## config.mk

```make
export PLATFORM = sky130hd
export DESIGN_NAME = io_busy_idle_monitor
export DESIGN_NICKNAME = d
export VERILOG_FILES = /design/src/rtl/core/ibim_pkg.sv /design/src/rtl/core/io_busy_idle_monitor.sv
export SDC_FILE = /design/constraint.sdc
export NUM_CORES = 2
export LEC_CHECK = 0
export ABC_AREA = 1
export BUFFER_PORTS_ARGS = -buffer_cell sky130_fd_sc_hd__buf_4
export CORE_ASPECT_RATIO = 1.25
export CORE_MARGIN = 1.5
export CORE_UTILIZATION = 60
export DETAILED_ROUTE_END_ITERATION = 16
export PLACE_DENSITY = 0.78
export SLEW_MARGIN = 20
export SYNTH_ARGS = -nofsm -noshare
export SYNTH_HDL_FRONTEND = slang
export SYNTH_SLANG_ARGS = --single-unit
```

## constraint.sdc

```tcl
create_clock -name clk -period 10.75 [get_ports clk]
set_input_delay 1.6125 -clock clk [delete_from_list [all_inputs] [get_ports clk]]
set_output_delay 1.6125 -clock clk [all_outputs]
set_load 0.02 [all_outputs]
```

## src/rtl/core/ibim_pkg.sv

```systemverilog
// Shared types and constants for the I/O busy/idle monitor.
// No dependencies; used by io_busy_idle_monitor.
package ibim_pkg;

    localparam int COUNT_WIDTH = 16;
    localparam int TIME_W      = 48;
    localparam int TALLY_W     = 32;
    localparam int DELAY_W     = 16;
    localparam int NUM_BINS    = 9;
    localparam int BIN_IDX_W   = $clog2(NUM_BINS);

    localparam logic [TIME_W-1:0]      STUCK_LIMIT_MS = TIME_W'(3600000);
    localparam logic [COUNT_WIDTH-1:0] COUNT_MAX      = '1;
    localparam logic [DELAY_W-1:0]     DELAY_RESET    = DELAY_W'(10);

    // upper bounds (exclusive) of the first eight bins; last bin takes the rest
    localparam logic [TIME_W-1:0] BIN_BOUNDS [NUM_BINS-1] = '{
        TIME_W'(100),  TIME_W'(500),  TIME_W'(1000), TIME_W'(2000),
        TIME_W'(4000), TIME_W'(6000), TIME_W'(8000), TIME_W'(10000)
    };

    typedef enum logic [1:0] {
        FN_START = 2'd0,
        FN_END   = 2'd1,
        FN_TICK  = 2'd2,
        FN_READ  = 2'd3
    } func_t;

    typedef enum logic [1:0] {
        EV_NONE = 2'd0,
        EV_BUSY = 2'd1,
        EV_IDLE = 2'd2
    } event_t;

    typedef enum logic {
        REG_NOTIFY_ENABLE = 1'b0,
        REG_IDLE_DELAY    = 1'b1
    } cfg_reg_t;

    function automatic logic [BIN_IDX_W-1:0] bin_of(input logic [TIME_W-1:0] span);
        logic [BIN_IDX_W-1:0] b;
        b = BIN_IDX_W'(NUM_BINS - 1);
        for (int i = NUM_BINS - 2; i >= 0; i--) begin
            if (span < BIN_BOUNDS[i])
                b = BIN_IDX_W'(i);
        end
        return b;
    endfunction

endpackage

```

## src/rtl/core/io_busy_idle_monitor.sv

```systemverilog
// I/O busy/idle monitor: outstanding-I/O count, busy/idle events, time stats, histogram.
// Depends on ibim_pkg.
//
//   channel  | direction | handshake         | payload
//   ---------+-----------+-------------------+--------------------------------------------
//   req      | in        | req_valid/stall   | func, bin_index
//   rsp      | out       | rsp_valid/stall   | event_res .. bin_count (ten fields)
//   cfg      | in        | cfg_valid/ready   | cfg_index, cfg_data
//
// One item per cycle sustained while rsp is not stalled; an item passes the input
// register, then the update stage that writes state and the result register.
// Reset clears all monitor state; notify_enable resets to 0 and idle_delay_ms to 10.
// A stall on rsp holds the result and backs up into req_stall the same cycle.
// cfg_ready is always high.
module io_busy_idle_monitor
(
    input  logic                          clk,
    input  logic                          rst_n,

    input  logic                          req_valid,
    output logic                          req_stall,
    input  logic [1:0]                    func,
    input  logic [3:0]                    bin_index,

    output logic                          rsp_valid,
    input  logic                          rsp_stall,
    output logic [1:0]                    event_res,
    output logic                          underflow,
    output logic                          stuck_busy,
    output logic [15:0]                   outstanding,
    output logic                          is_busy,
    output logic [47:0]                   busy_total_ms,
    output logic [47:0]                   idle_total_ms,
    output logic [31:0]                   idle_entries,
    output logic [47:0]                   longest_idle_ms,
    output logic [31:0]                   bin_count,

    input  logic                          cfg_valid,
    output logic                          cfg_ready,
    input  logic                          cfg_index,
    input  logic [15:0]                   cfg_data
);

    // configuration
    logic                              enable_reg;
    logic [ibim_pkg::DELAY_W-1:0]      delay_cfg_reg;

    // input stage
    logic                              s1_valid_reg;
    ibim_pkg::func_t                   s1_func_reg;
    logic [3:0]                        s1_bin_reg;

    // monitor state; elapsed counters stand for now_ms - *_since
    logic [ibim_pkg::COUNT_WIDTH-1:0]  pending_reg,    pending_next;
    logic                              busy_reg,       busy_next;
    logic [ibim_pkg::DELAY_W-1:0]      delay_left_reg, delay_left_next;
    logic                              armed_reg,      armed_next;
    logic [ibim_pkg::TIME_W-1:0]       busy_el_reg,    busy_el_next;
    logic [ibim_pkg::TIME_W-1:0]       idle_el_reg,    idle_el_next;
    logic                              busy_seen_reg,  busy_seen_next;
    logic                              idle_seen_reg,  idle_seen_next;
    logic [ibim_pkg::TIME_W-1:0]       busy_sum_reg,   busy_sum_next;
    logic [ibim_pkg::TIME_W-1:0]       idle_sum_reg,   idle_sum_next;
    logic [ibim_pkg::TALLY_W-1:0]      tally_reg,      tally_next;
    logic [ibim_pkg::TIME_W-1:0]       idle_max_reg,   idle_max_next;
    logic [ibim_pkg::TALLY_W-1:0]      hist_reg [ibim_pkg::NUM_BINS];
    logic                              hist_we;
    logic [ibim_pkg::BIN_IDX_W-1:0]    hist_idx;

    // result register
    logic                              rsp_valid_reg;
    ibim_pkg::event_t                  event_reg,      event_next;
    logic                              under_reg,      under_next;
    logic                              stuck_reg,      stuck_next;
    logic [ibim_pkg::TALLY_W-1:0]      bin_reg,        bin_next;

    logic                              advance;
    logic                              fire;

    assign advance   = !rsp_valid_reg || !rsp_stall;
    assign fire      = s1_valid_reg && advance;
    assign req_stall = s1_valid_reg && !advance;
    assign cfg_ready = 1'b1;

    always_ff @(posedge clk or negedge rst_n)
    begin
        if (!rst_n)
        begin
            enable_reg    <= 1'b0;
            delay_cfg_reg <= ibim_pkg::DELAY_RESET;
        end
        else if (cfg_valid)
        begin
            unique case (ibim_pkg::cfg_reg_t'(cfg_index))
                ibim_pkg::REG_NOTIFY_ENABLE: enable_reg    <= cfg_data[0];
                ibim_pkg::REG_IDLE_DELAY:    delay_cfg_reg <= cfg_data;
                default:                     ;
            endcase
        end
    end

    always_ff @(posedge clk or negedge rst_n)
    begin
        if (!rst_n)
            s1_valid_reg <= 1'b0;
        else if (!req_stall)
            s1_valid_reg <= req_valid;
    end

    always_ff @(posedge clk)
    begin
        if (req_valid && !req_stall)
        begin
            s1_func_reg <= ibim_pkg::func_t'(func);
            s1_bin_reg  <= bin_index;
        end
    end

    always_comb
    begin
        pending_next    = pending_reg;
        busy_next       = busy_reg;
        delay_left_next = delay_left_reg;
        armed_next      = armed_reg;
        busy_el_next    = busy_el_reg;
        idle_el_next    = idle_el_reg;
        busy_seen_next  = busy_seen_reg;
        idle_seen_next  = idle_seen_reg;
        busy_sum_next   = busy_sum_reg;
        idle_sum_next   = idle_sum_reg;
        tally_next      = tally_reg;
        idle_max_next   = idle_max_reg;
        hist_we         = 1'b0;
        hist_idx        = ibim_pkg::bin_of(idle_el_reg);
        event_next      = ibim_pkg::EV_NONE;
        under_next      = 1'b0;
        stuck_next      = 1'b0;
        bin_next        = '0;

        unique case (s1_func_reg)
            ibim_pkg::FN_START:
            begin
                if (pending_reg != ibim_pkg::COUNT_MAX)
                begin
                    pending_next = pending_reg + 1'b1;
                    if (enable_reg && pending_reg == '0)
                    begin
                        armed_next      = 1'b0;
                        delay_left_next = '0;
                        if (!busy_reg)
                        begin
                            busy_next      = 1'b1;
                            busy_el_next   = '0;
                            busy_seen_next = 1'b1;
                            event_next     = ibim_pkg::EV_BUSY;
                            if (idle_seen_reg)
                            begin
                                // span of the idle period just closed
                                hist_we       = 1'b1;
                                idle_sum_next = idle_sum_reg + idle_el_reg;
                                if (idle_el_reg > idle_max_reg)
                                    idle_max_next = idle_el_reg;
                            end
                        end
                    end
                end
                // busy just entered means zero elapsed, never stuck
                stuck_next = enable_reg && busy_seen_reg && (event_next == ibim_pkg::EV_NONE)
                             && (busy_el_reg > ibim_pkg::STUCK_LIMIT_MS);
            end
            ibim_pkg::FN_END:
            begin
                if (pending_reg == '0)
                    under_next = enable_reg;
                else
                begin
                    pending_next = pending_reg - 1'b1;
                    if (enable_reg && pending_reg == ibim_pkg::COUNT_WIDTH'(1) && !armed_reg)
                    begin
                        armed_next      = 1'b1;
                        delay_left_next = delay_cfg_reg;
                    end
                end
            end
            ibim_pkg::FN_TICK:
            begin
                busy_el_next = busy_el_reg + 1'b1;
                idle_el_next = idle_el_reg + 1'b1;
                if (armed_reg)
                begin
                    if (delay_left_reg <= ibim_pkg::DELAY_W'(1))
                    begin
                        armed_next      = 1'b0;
                        delay_left_next = '0;
                        if (pending_reg == '0 && busy_reg)
                        begin
                            busy_next      = 1'b0;
                            tally_next     = tally_reg + 1'b1;
                            idle_el_next   = '0;
                            idle_seen_next = 1'b1;
                            event_next     = ibim_pkg::EV_IDLE;
                            // busy span includes this tick: add with carry-in
                            if (busy_seen_reg)
                                busy_sum_next = busy_sum_reg + busy_el_reg + 1'b1;
                        end
                    end
                    else
                        delay_left_next = delay_left_reg - 1'b1;
                end
            end
            ibim_pkg::FN_READ:
            begin
                if (s1_bin_reg < 4'(ibim_pkg::NUM_BINS))
                    bin_next = hist_reg[ibim_pkg::BIN_IDX_W'(s1_bin_reg)];
            end
            default: ;
        endcase
    end

    always_ff @(posedge clk or negedge rst_n)
    begin
        if (!rst_n)
        begin
            pending_reg    <= '0;
            busy_reg       <= 1'b0;
            delay_left_reg <= '0;
            armed_reg      <= 1'b0;
            busy_el_reg    <= '0;
            idle_el_reg    <= '0;
            busy_seen_reg  <= 1'b0;
            idle_seen_reg  <= 1'b0;
            busy_sum_reg   <= '0;
            idle_sum_reg   <= '0;
            tally_reg      <= '0;
            idle_max_reg   <= '0;
            for (int i = 0; i < ibim_pkg::NUM_BINS; i++)
                hist_reg[i] <= '0;
        end
        else if (fire)
        begin
            pending_reg    <= pending_next;
            busy_reg       <= busy_next;
            delay_left_reg <= delay_left_next;
            armed_reg      <= armed_next;
            busy_el_reg    <= busy_el_next;
            idle_el_reg    <= idle_el_next;
            busy_seen_reg  <= busy_seen_next;
            idle_seen_reg  <= idle_seen_next;
            busy_sum_reg   <= busy_sum_next;
            idle_sum_reg   <= idle_sum_next;
            tally_reg      <= tally_next;
            idle_max_reg   <= idle_max_next;
            if (hist_we)
                hist_reg[hist_idx] <= hist_reg[hist_idx] + 1'b1;
        end
    end

    always_ff @(posedge clk or negedge rst_n)
    begin
        if (!rst_n)
            rsp_valid_reg <= 1'b0;
        else if (advance)
            rsp_valid_reg <= s1_valid_reg;
    end

    always_ff @(posedge clk)
    begin
        if (fire)
        begin
            event_reg <= event_next;
            under_reg <= under_next;
            stuck_reg <= stuck_next;
            bin_reg   <= bin_next;
        end
    end

    // state only moves on a transfer into the result register, so it holds under stall
    assign rsp_valid       = rsp_valid_reg;
    assign event_res       = event_reg;
    assign underflow       = under_reg;
    assign stuck_busy      = stuck_reg;
    assign outstanding     = 16'(pending_reg);
    assign is_busy         = busy_reg;
    assign busy_total_ms   = busy_sum_reg;
    assign idle_total_ms   = idle_sum_reg;
    assign idle_entries    = tally_reg;
    assign longest_idle_ms = idle_max_reg;
    assign bin_count       = bin_reg;

    a_idle_event: assert property (@(posedge clk) disable iff (!rst_n)
        rsp_valid_reg && event_reg == ibim_pkg::EV_IDLE |-> !busy_reg && pending_reg == '0)
        else $error("idle event with busy state or I/O outstanding");

    a_busy_event: assert property (@(posedge clk) disable iff (!rst_n)
        rsp_valid_reg && event_reg == ibim_pkg::EV_BUSY
            |-> busy_reg && pending_reg == ibim_pkg::COUNT_WIDTH'(1))
        else $error("busy event without single outstanding I/O");

    a_underflow: assert property (@(posedge clk) disable iff (!rst_n)
        rsp_valid_reg && under_reg |-> pending_reg == '0 && event_reg == ibim_pkg::EV_NONE)
        else $error("underflow with I/O outstanding");

    a_busy_seen: assert property (@(posedge clk) disable iff (!rst_n)
        busy_reg |-> busy_seen_reg)
        else $error("busy state without recorded busy start");

    a_hold: assert property (@(posedge clk) disable iff (!rst_n)
        rsp_valid_reg && rsp_stall |=> $stable(pending_reg) && $stable(busy_sum_reg))
        else $error("state moved while result stalled");

endmodule
```

; ---- Word level (Yosys, flattened, before mapping)
; Index checks and enable logic that the tools add are counted.
[word_totals]
ff_bits = 657
elab_cells = 172
[op_classes]
addsub = 10
magnitude_cmp = 15
eq_ne = 13
n_mux = 60
n_bitwise = 4
reduce_logical = 39
[ops]
columns = operator, count
row1 = 288-bit bitwise mux, 1
row2 = 48-bit 2-to-1 mux, 6
row3 = 32-bit binary-select mux with 4-bit select, 2
row4 = 32-bit 2-to-1 mux, 5
row5 = "48-bit by 1-bit adder with 48-bit output, second input constant", 3
row6 = 32-bit demux with 4-bit select, 1
row7 = 16-bit 2-to-1 mux, 8
row8 = 48-bit adder, 2
row9 = "48-bit by 13-bit less-than comparator with 1-bit output, second input constant", 2
row10 = 48-bit case mux with 2 select lines, 1
row11 = "32-bit by 1-bit adder with 32-bit output, second input constant", 2
row12 = "48-bit by 22-bit greater-than comparator with 1-bit output, second input constant", 1
row13 = 48-bit greater-than comparator, 1
row14 = "48-bit by 10-bit less-than comparator with 1-bit output, second input constant", 1
row15 = "48-bit by 11-bit less-than comparator with 1-bit output, second input constant", 1
row16 = "48-bit by 12-bit less-than comparator with 1-bit output, second input constant", 1
row17 = "48-bit by 14-bit less-than comparator with 1-bit output, second input constant", 1
row18 = "48-bit by 7-bit less-than comparator with 1-bit output, second input constant", 1
row19 = "48-bit by 9-bit less-than comparator with 1-bit output, second input constant", 1
row20 = 16-bit case mux with 3 select lines, 1
row21 = 4-bit 2-to-1 mux, 8
row22 = 16-bit case mux with 2 select lines, 1
row23 = "16-bit by 1-bit subtractor with 16-bit output, second input constant", 2
row24 = 7-bit AND reduction, 3
row25 = other kinds (28), 85

; ---- Depth between registers and ports, before layout
[logic_depth]
word_depth = 15
ltp_mapped = 31
ltp_nobuf = 30

; ---- Least setup slack after synthesis
; Ideal clock, no wire load.
[synth_timing]
kind = input port to flip-flop
from = input rsp_stall
to = register busy_el_reg[43] in the netlist's numbering
setup_ns = 0.064
t_arrival_ns = 5.065
path_slack_ns = 5.621
cell_stages = 16
cell_sequence = nand2_1 -> inv_1 -> nor2_2 -> inv_1 -> nor2_2 -> inv_1 -> o22ai_2 -> nand2_1 -> nor3_1 -> nand3_1 -> nor2_1 -> nand3_1 -> nor2_1 -> nand4_1 -> a21oi_1 -> o21a_1
[synth_via]
elab_chain_len = 4
[synth_lines]
columns = element, line_no
row1 = start: declaration, io_busy_idle_monitor.sv:26  ; input logic rsp_stall,
row2 = 1-bit zero test, io_busy_idle_monitor.sv:80  ; assign advance = !rsp_valid_reg || !rsp_stall;
row3 = 1-bit logical OR, io_busy_idle_monitor.sv:80
row4 = 1-bit logical AND, io_busy_idle_monitor.sv:81  ; assign fire = s1_valid_reg && advance;
row5 = via fire, io_busy_idle_monitor.sv:78  ; logic fire;
row6 = 5-bit AND reduction (no line), --
row7 = end signal: assignment, io_busy_idle_monitor.sv:245  ; busy_el_reg <= busy_el_next;
row8 = end: declaration, io_busy_idle_monitor.sv:58  ; logic [ibim_pkg::TIME_W-1:0] busy_el_reg, busy_el_next;
; The timed path passes the listed nets, and every way through them passes these cells.
; A chain may end at the register's enable or synchronous reset.

; ---- Worst setup path after layout
[layout_timing]
from = register idle_el_reg[34] in the netlist's numbering
to = register hist_reg[24] in the netlist's numbering
[layout_via]
elab_chain_len = 15
elab_cells_between_ends = 27
cone_classes = 1 x add/sub / 10 x order compare / 14 x mux / 1 x bitwise / 1 x reduce/logical
[layout_lines]
columns = element, line_no
row1 = start: declaration, io_busy_idle_monitor.sv:59  ; logic [ibim_pkg::TIME_W-1:0] idle_el_reg, idle_el_next;
row2 = start signal: assignment, io_busy_idle_monitor.sv:246  ; idle_el_reg <= idle_el_next;
row3 = 48-bit by 14-bit less-than comparator with 1-bit output, ibim_pkg.sv:44  ; if (span < BIN_BOUNDS[i])
row4 = 4-bit 2-to-1 mux (7 in series), ibim_pkg.sv:44
row5 = 4-bit 2-to-1 mux (*), ibim_pkg.sv:44
row6 = 4-bit NOT with 5-bit output (not written as such) (*), io_busy_idle_monitor.sv:254  ; hist_reg[hist_idx] <= hist_reg[hist_idx] + 1'b1;
row7 = 32-bit binary-select mux with 4-bit select (tied with other cells), io_busy_idle_monitor.sv:254
row8 = 32-bit 2-to-1 mux (not written as such) / 1-bit logical AND (equally long branches), io_busy_idle_monitor.sv:254
row9 = 32-bit 2-to-1 mux (not written as such), io_busy_idle_monitor.sv:254
row10 = 32-bit by 1-bit adder with 32-bit output / 32-bit demux with 4-bit select (equally long branches), io_busy_idle_monitor.sv:254
row11 = 288-bit bitwise mux (*), io_busy_idle_monitor.sv:254
row12 = end signal: indexed assignment, io_busy_idle_monitor.sv:254
row13 = end: declaration, io_busy_idle_monitor.sv:66  ; logic [ibim_pkg::TALLY_W-1:0] hist_reg [ibim_pkg::NUM_BINS];
; Every way passes the cells marked *; elsewhere a longest branch is shown, timed or not. The select of a mux whose other input is x is not followed.

==> impl_metrics.csv <==
group,metric,value,unit
sta,tightest_slew,1120,ps
run,drv_cap,0,
yosys,synth_edf_count,42,
finish,synthToLayoutAreaGrowth,12.5,%
sta,setup_viol,0,
sta,fin_crit,6050,ps
sta,hold_viol_final,0,
cts,cts_resized,0,
critical_path,timing.critical_path.mode_cell,"nand2_1",
yosys,ys_ff_latch,657,
routing,vias_per_cell,6.05,
yosys,syn_area,0.0419,mm^2
sta,fin_setup_tns,0,ps
cts,postCtsSetupRepairBufs,0,
yosys,synthCells,5799,
routing,drt_iter0_markers,4533,
floorplanning,die_w,239,um
routing,vias,42100,
finish,mostFrequentLayoutCells,"1,520 x nand2_1, 712 x inv_1, 613 x dfrtp_1, 447 x o21ai_0, 404 x nor2_1",
yosys,synthArstFlopShare,93.6,%
sta,rsz0062_at_grt,"false",
cts,cts-root-buf,"clkbuf_16",
routing,drt_pre_antenna_iters,6,
critical_path,cp_data_arrival_time,6570,ps
yosys,synth_area_leader_cell,"dfrtp_1",
yosys,seq_area_frac_synth,39.7,%
floorplanning,die_h,299,um
sta,worst_clock_skew,27.6,ps
sta,finalWorstSetupSlack,4700,ps
place,place_congestion,1.03,
cts,htree_levels,3,
pwr,p_leak,22.4,nW
critical_path,cp-start-kind,"flip-flop",
global_routing,grt_pass1_wl,219000,um
routing,ant_nets,0,
floorplanning,ios,260,
floorplanning,core_area,0.0693,mm^2
critical_path,slowest_delay,720,ps
cts,path_clk_slew,60,ps
sta,max_freq,0.165,GHz
critical_path,end_kind,"flip-flop",
place,post-place-ws,4910,ps
cts,clkSinkCount,657,
yosys,synth_area_leaders,"dfrtp_1 37%, nand2_1 14%, inv_1 6.4%",
yosys,synth_fp_nets,5986,
place,port_buffers,258,
critical_path,worstPathRequired,11270,ps
sta,relSlewSlack,23.6,%
floorplanning,placementRows,108,
routing,drt-total-wl,141000,um
routing,met2_length,64500,um
routing,routed.top_layer,"met5",
finish,layout.cells.most_common,"nand2_1",
critical_path,cpMaxStageDelayCell,"clkinv_2",
global_routing,grt.total_usage,39.2,%
routing,drc,0,
sta,finalCritPeriodShare,56.3,%
yosys,synth_top_area_share,36.6,%
floorplanning,start_util,60.5,%
cts,cts_tree,"built",
global_routing,grt_pass1_vias,40200,
pwr,ir_drop,0.117,mV
pwr,power.density,126,mW/mm^2
finish,drive_gt1_share,9.55,%
yosys,syn_area_per_cell,7.23,um^2
cts,cts_made_buffers,72,
cts,clk_latency,640,ps
routing,post_drt_wl_per_cell,20.3,um
finish,nNetsFinal,6150,
global_routing,antenna_found_initial,5,
critical_path,path_max_fanout,67,
finish,largest_register_ffs,288,
cts,ctsHoldBuffers,0,
sta,slew_violations,0,
yosys,synthDistinctLibCells,74,
outcome,status,"finished clean",
critical_path,criticalPathCategory,"reg2reg",
routing,dr_wl_met3,15100,um
global_routing,grt_max_degree,153,
place,dp_hpwl,96600,um
cts,cts_buffer_depth,3,
floorplanning,dieArea,0.0715,mm^2
yosys,synth_ff_type,"dfrtp_1",
worst_hold_path,hold_class,"reg2reg",
yosys,ys_warn_count,0,
routing,m1WireLength,53700,um
global_routing,grt_overflow,0,
-- path summary, 6_finish.rpt --
kind | end | slack [ps] | startpoint | depth (start not counted)
setup / recovery | hist_reg[24]$_DFFE_PN0P_ | 4700 | idle_el_reg[34]$_DFFE_PN0P_ | 26
hold / removal | busy_total_ms[47]$_DFFE_PN0P_ | 470 | busy_total_ms[47]$_DFFE_PN0P_ | 1
setup reg to reg | hist_reg[24]$_DFFE_PN0P_ | 4700 | idle_el_reg[34]$_DFFE_PN0P_ | 26
hold reg to reg | busy_total_ms[47]$_DFFE_PN0P_ | 470 | busy_total_ms[47]$_DFFE_PN0P_ | 1
max in group asynchronous | hist_reg[87]$_DFFE_PN0P_ | 7470 | rst_n | 3
min in group asynchronous | idle_total_ms[43]$_DFFE_PN0P_ | 1020 | rst_n | 1
-- per-layer routing --
layer / track usage (%) / vias up
li1: - / 19500
met1: 50.8 / 19700
met2: 62.5 / 2357
met3: 7.23 / 526
met4: 20.7 / 2
met5: 0 / -
-- worst max-delay path: cells and delay by family, from the launching register on --
kind | cells | cell delay (ps)
adders and majority gates | 1 | 190
DFF | 1 | 450
AOI/OAI and AO/OA | 1 | 200
and+or+nand+nor | 19 | 3290
buffers and inverters | 5 | 1770
-- layout make-up --
type / instances / area [um^2]
inverter: 742 / 2790
multi-input combinational: 4169 / 21600
clock inverter: 35 / 408
clock buffer: 97 / 2110
timing repair buffer: 321 / 2430
tap: 935 / 1170
sequential: 657 / 16700
antenna: 4 / 10.0
fill: 6067 / 22100
-- synth_stat cells (all sizes together) (8+ instances only) --
library cell and n:
xnor2 45, nor4 54, nor3 119, mux2 14, nand4 173, buf 70, edfxtp 42, o22ai 20
a21oi 343, o21ai 493, clkbuf 161, a21boi 8, nand3b 79, nor2 432, nand3 398, nand2 1536
o21a 31, inv 738, ha 157, a31oi 34, or2 20, dfrtp 613, a211oi 8, o211ai 33
o221ai 13, xor2 90
-- report_power, final --
| group | internal [mW] | switching [mW] | total, mW |
|---|---|---|---|
| clock | 1.58 | 1.08 | 2.66 |
| sequential | 2.57 | 0.0774 | 2.65 |
| combinational | 0.203 | 0.418 | 0.621 |
-- per-stage QoR --
stage / total power [mW] / instance area [um^2] / instances / hold WS [ps] / utilization, %
6_report: 5.94 / 47200 / 6960 / 471 / 68.1
5_1_grt: 6.12 / 47200 / 6960 / 489 / 68.1
4_1_cts: 5.94 / 47200 / 6956 / 477 / 68.0
3_5_place_dp: 3.30 / 44600 / 6824 / 466 / 64.4
3_3_place_gp: 3.29 / 44600 / 6824 / 457 / 64.4
2_1_floorplan: 3.06 / 41900 / 5799 / 444 / -
-- cells by family (layout without fill, tap and decap cells) --
kind of cell	count (synthesis)	count (layout)	synth area share (%)
other	1	5	0.00894
XOR/XNOR	135	135	2.95
adder cells (fa/ha/maj)	159	159	4.78
AO/OA/AOI/OAI	1032	1032	13.5
AND/OR/NAND/NOR	2822	2822	29.5
flip-flops	657	657	39.7
multiplexers	20	20	0.519
buffers and inverters	973	1195	8.96
Power figures use the tool's default switching activity.
